--- config.mk ---
export PLATFORM = sky130hd
export DESIGN_NAME = strmq_ctrl
export DESIGN_NICKNAME = d
export VERILOG_FILES = /design/src/hdl/strmq_pkg.sv /design/src/hdl/strmq_ctrl.sv
export SDC_FILE = /design/constraint.sdc
export NUM_CORES = 1
export LEC_CHECK = 0
export BUFFER_PORTS_ARGS = -buffer_cell sky130_fd_sc_hd__buf_2
export CORE_AREA = 2 2 39 41
export DETAILED_ROUTE_END_ITERATION = 10
export DIE_AREA = 0 0 41 43
export GPL_TIMING_DRIVEN = 1
export SLEW_MARGIN = 10
export SYNTH_ARGS = -nofsm -noshare
export SYNTH_HDL_FRONTEND = slang
export SYNTH_SLANG_ARGS = --single-unit
--- constraint.sdc ---
create_clock -name clock -period 2.6 [get_ports clock]
set_input_delay 0.39 -clock clock [delete_from_list [all_inputs] [get_ports clock]]
set_output_delay 0.39 -clock clock [all_outputs]
set_load 0.05 [all_outputs]
--- src/hdl/strmq_pkg.sv ---
`timescale 1ns / 1ps
// Shared codes, controller states, command/status bundles and helpers
// for the sparse-table range query block. No dependencies.
package strmq_pkg;

   localparam logic [1:0] MODE_WRITE = 2'd0;
   localparam logic [1:0] MODE_BUILD = 2'd1;
   localparam logic [1:0] MODE_QUERY = 2'd2;

   localparam logic [1:0] STAT_OK        = 2'd0;
   localparam logic [1:0] STAT_BAD_RANGE = 2'd1;
   localparam logic [1:0] STAT_NOT_BUILT = 2'd2;

   localparam logic [1:0] CSR_FIND_MAX      = 2'd0;
   localparam logic [1:0] CSR_ELEMENT_COUNT = 2'd1;
   localparam logic [1:0] CSR_SIGNED_VALUES = 2'd2;

   localparam int unsigned POS_BITS   = 10;
   localparam int unsigned COUNT_BITS = 11;

   typedef enum logic [2:0] {
      ST_IDLE,
      ST_QCHK,
      ST_TA,
      ST_TB,
      ST_EA,
      ST_EB,
      ST_CMP
   } state_type;

   typedef struct packed {
      logic accept;
      logic wr_elem;
      logic resp_now;
      logic q_check;
      logic b_init;
      logic b_done;
      logic rd_ta;
      logic rd_tb;
      logic rd_ea;
      logic rd_eb;
      logic cmp;
   } cmd_type;

   typedef struct packed {
      logic [1:0] mode;
      logic       out_free;
      logic       q_direct;
      logic       b_trivial;
      logic       b_last;
      logic       is_query;
   } stat_type;

   function automatic logic [3:0] flog2_10(input logic [POS_BITS-1:0] x);
      logic [3:0] r;
      r = 4'd0;
      for (int j = 0; j < POS_BITS; j++) begin
         if (x[j]) r = 4'(j);
      end
      return r;
   endfunction

endpackage

--- src/hdl/strmq_ctrl.sv ---
`timescale 1ns / 1ps
// Controller state machine: sequences writes, table builds and queries.
// Depends on strmq_pkg.
module strmq_ctrl import strmq_pkg::*; (
   input  logic     clock,
   input  logic     reset,
   input  logic     req_tvalid,
   output logic     req_tready,
   input  stat_type stat,
   output cmd_type  cmd
);

   state_type state_ff, state_in;
   logic      take;

   assign take       = (state_ff == ST_IDLE) && req_tvalid && stat.out_free;
   assign req_tready = (state_ff == ST_IDLE) && stat.out_free;

   always_comb begin
      state_in = state_ff;
      unique case (state_ff)
         ST_IDLE: begin
            if (take) begin
               if (stat.mode == MODE_QUERY) state_in = ST_QCHK;
               else if (stat.mode == MODE_BUILD && !stat.b_trivial) state_in = ST_TA;
            end
         end
         ST_QCHK: state_in = stat.q_direct ? ST_IDLE : ST_TA;
         ST_TA:   state_in = ST_TB;
         ST_TB:   state_in = ST_EA;
         ST_EA:   state_in = ST_EB;
         ST_EB:   state_in = ST_CMP;
         ST_CMP: begin
            if (stat.is_query || stat.b_last) state_in = ST_IDLE;
            else state_in = ST_TA;
         end
         default: state_in = ST_IDLE;
      endcase
   end

   always_comb begin
      cmd = '0;
      unique case (state_ff)
         ST_IDLE: begin
            cmd.accept = take;
            if (take) begin
               unique case (stat.mode)
                  MODE_WRITE: begin
                     cmd.wr_elem  = 1'b1;
                     cmd.resp_now = 1'b1;
                  end
                  MODE_BUILD: begin
                     cmd.b_done = stat.b_trivial;
                     cmd.b_init = !stat.b_trivial;
                  end
                  MODE_QUERY: ;
                  default: cmd.resp_now = 1'b1;
               endcase
            end
         end
         ST_QCHK: cmd.q_check = 1'b1;
         ST_TA:   cmd.rd_ta = 1'b1;
         ST_TB:   cmd.rd_tb = 1'b1;
         ST_EA:   cmd.rd_ea = 1'b1;
         ST_EB:   cmd.rd_eb = 1'b1;
         ST_CMP: begin
            cmd.cmp    = 1'b1;
            cmd.b_done = !stat.is_query && stat.b_last;
         end
         default: cmd = '0;
      endcase
   end

   always_ff @(posedge clock) begin
      if (reset) state_ff <= ST_IDLE;
      else state_ff <= state_in;
   end

endmodule

==> impl_metrics.json <==
{
  "status": "complete, no violations",
  "top_register": "state_ff",
  "path_cells": "nor3_2 > and3_1 > a32o_1 > buf_2",
  "critPathCapture": "cmd[5]",
  "ant_nets": 0,
  "critical_path_class": "flip-flop to output pin",
  "vias": 354,
  "cpPeakStageDelay_ps": 410,
  "finalHoldViolCount": 0,
  "ys_seq_area_frac": 0.170,
  "slew_headroom": 0.713,
  "rsz0062_at_grt": "false",
  "placed_area_um2": 447,
  "critPathTopFamily": "simple AND/OR/NAND/NOR gates",
  "area_delta_synth_final_pct": 33.6,
  "clock.fmax_ghz": 0.492,
  "crit_cells": 4,
  "synthArstFlopShare": 0,
  "grt_pass1_vias": 329,
  "clock_tree.root_cell": "clkbuf_4",
  "grt_max_degree": 13,
  "vdd_drop_max_mv": 0.152,
  "drc_errors": 0,
  "synthesis.area_per_instance_um2": 8.23,
  "fin_skew_ps": 4.75,
  "drtIter0Drc": 3,
  "core-area_um2": 1380,
  "cts-resized-gates": 0,
  "antenna_found_initial": 0,
  "clk-insertion-delay-late_ps": 230,
  "crit_start": "state_ff[2]$_SDFFE_PP0P_",
  "hold_path.class": "input port to flip-flop",
  "worst_pin_slew_ps": 430,
  "cp-start-kind": "flip-flop",
  "slew_viol_final": 0,
  "syn_inst": 43,
  "setup_violations": 0,
  "dpl.hpwl_um": 628,
  "place_ws_ps": 821,
  "die_area_um2": 1760,
  "cts_buffers": 3,
  "fin_crit_ps": 2030,
  "gp_congestion": 0.653,
  "die_y_um": 43,
  "fp.dieW_um": 41,
  "r2r_end": "state_ff[1]$_SDFFE_PP0P_",
  "mappedNetlistArea_um2": 354,
  "end_kind": "output pin",
  "vias_per_cell": 4.43,
  "row_count": 14,
  "worstPathArrival_ps": 1640,
  "initial_core_util": 0.256,
  "grt_pass1_wl_mm": 1.26,
  "r2r_slack_ps": 1220,
  "grtUsageTotal": 0.104,
  "synth.distinct_cells": 23,
  "pwr_density_cell_nw_per_um2": 439,
  "worstPathMaxFanout": 9,
  "htree_levels": 1,
  "cellLeakagePower_nw": 0.276,
  "r2r-start": "state_ff[2]$_SDFFE_PP0P_",
  "clock_sinks": 3,
  "clk_pin_slew_ps": 40,
  "drive_gt1_frac": 0.453,
  "cts_hold_buffers": 0,
  "min_from": "reset",
  "io-pin-count": 22,
  "finalCritPeriodShare": 0.782,
  "layout.nets": 78,
  "drt_pass1_iterations": 3,
  "crit_slowest_cell": "dfxtp_1",
  "timing.final.ws_setup_ps": 566,
  "grt_remaining_overflow": 0,
  "yosys_register_bits": 3,
  "largest_reg_flops": 3,
  "finalSetupTns_ps": 0,
  "num_antenna_cells": 0,
  "tritoncts": "done",
  "reg2regPathDepth": 4,
  "post_drt_wl_per_cell_um": 10.3,
  "finalWirelength_um": 823,
  "cts_max_path_buffers": 2,
  "reg_top3": "state_ff: 3 flops",
  "ys_warn_count": 0,
  "syn_nets": 56,
  "worstPathRequired_ps": 2210,
  "final_area_um2": 473,
  "dominantRegCellSynth": "dfxtp_1",
  "synth-edff-count": 0,
  "cts_setup_buffers": 0,
  "port_buffers": 21,
  "crit_buf_inv": 1,
  "max_cap_viol_count": 0
}
==> layout make-up <==
type | instances | area (um2)
clock buffer | 4 | 26.3
fill | 157 | 911
inverter | 4 | 15.0
multi-input combinational | 32 | 246
sequential | 3 | 60.1
tap | 16 | 20.0
timing repair buffer | 21 | 105
==> cell usage after synthesis, drive strengths merged (2+ instances only) <==
cell,number,share of area
nor3,4,0.085
buf,4,0.092
a2111oi,2,0.067
dfxtp,3,0.17
nand2,2,0.021
inv,4,0.042
ha,3,0.11
nor2,4,0.042
nor3b,3,0.064
and2,2,0.035
nor2b,4,0.071
==> worst register-to-register path: cells and delay by family (launching register included) <==
family                 cells  cell delay (ps)
DFF                        1              540
AOI/OAI and AO/OA          3              620
buffers and inverters      1              110
==> power breakdown <==
group          internal [mW]  switching [mW]
clock                 0.0575          0.0237
combinational         0.0232          0.0468
sequential            0.0489         0.00779
total                  0.130          0.0783
==> logic make-up (layout without fill, tap and decap cells) <==
logic type,after synthesis,count (layout),share of synthesized area
and+or+nand+nor,21,21,0.392
adders and majority gates,3,3,0.106
DFF,3,3,0.170
AOI/OAI and AO/OA,8,8,0.198
buffers and inverters,8,29,0.134
==> cell usage in the layout, fill, tap and decap left out, drive strengths merged <==
| cell | count |
|---|---|
| and3 | 1 |
| and2 | 2 |
| nor2 | 4 |
| nand2 | 2 |
| nor3b | 3 |
| a21oi | 1 |
| o211ai | 1 |
| ha | 3 |
| clkbuf | 4 |
| a211oi | 1 |
| a2111oi | 2 |
| nor3 | 4 |
| inv | 4 |
| buf | 21 |
| a32o | 1 |
| o21bai | 1 |
| a311oi | 1 |
| nor2b | 4 |
| dfxtp | 3 |
| nand3b | 1 |
==> metrics by stage <==
step,hold slack [ps],std cells,util,power [mW]
after detailed placement,603,76,0.323,0.128
final,366,80,0.342,0.208
after global routing,363,80,0.342,0.222
after CTS,357,80,0.342,0.212
after floorplan,462,43,-,0.111
after global placement,611,76,0.323,0.127
==> per-layer routing <==
layer  vias up  GRT usage  part of all wire
li1        191          -                 -
met1       142      0.140              0.47
met2        19      0.141              0.43
met3         2     0.0157             0.081
met4         0     0.0800             0.018
met5         -          0                 0
==> how the worst min path moves through the flow <==
stage / depth (start not counted) / slack (ps) / endpoint
2_1_floorplan: 1 / 460 / state_ff[2]$_SDFFE_PP0P_
3_3_place_gp: 2 / 610 / state_ff[1]$_SDFFE_PP0P_
3_5_place_dp: 2 / 600 / state_ff[2]$_SDFFE_PP0P_
4_1_cts: 2 / 360 / state_ff[2]$_SDFFE_PP0P_
5_1_grt: 2 / 360 / state_ff[1]$_SDFFE_PP0P_
6_report: 2 / 370 / state_ff[2]$_SDFFE_PP0P_
(Power assumes the default switching activity.)
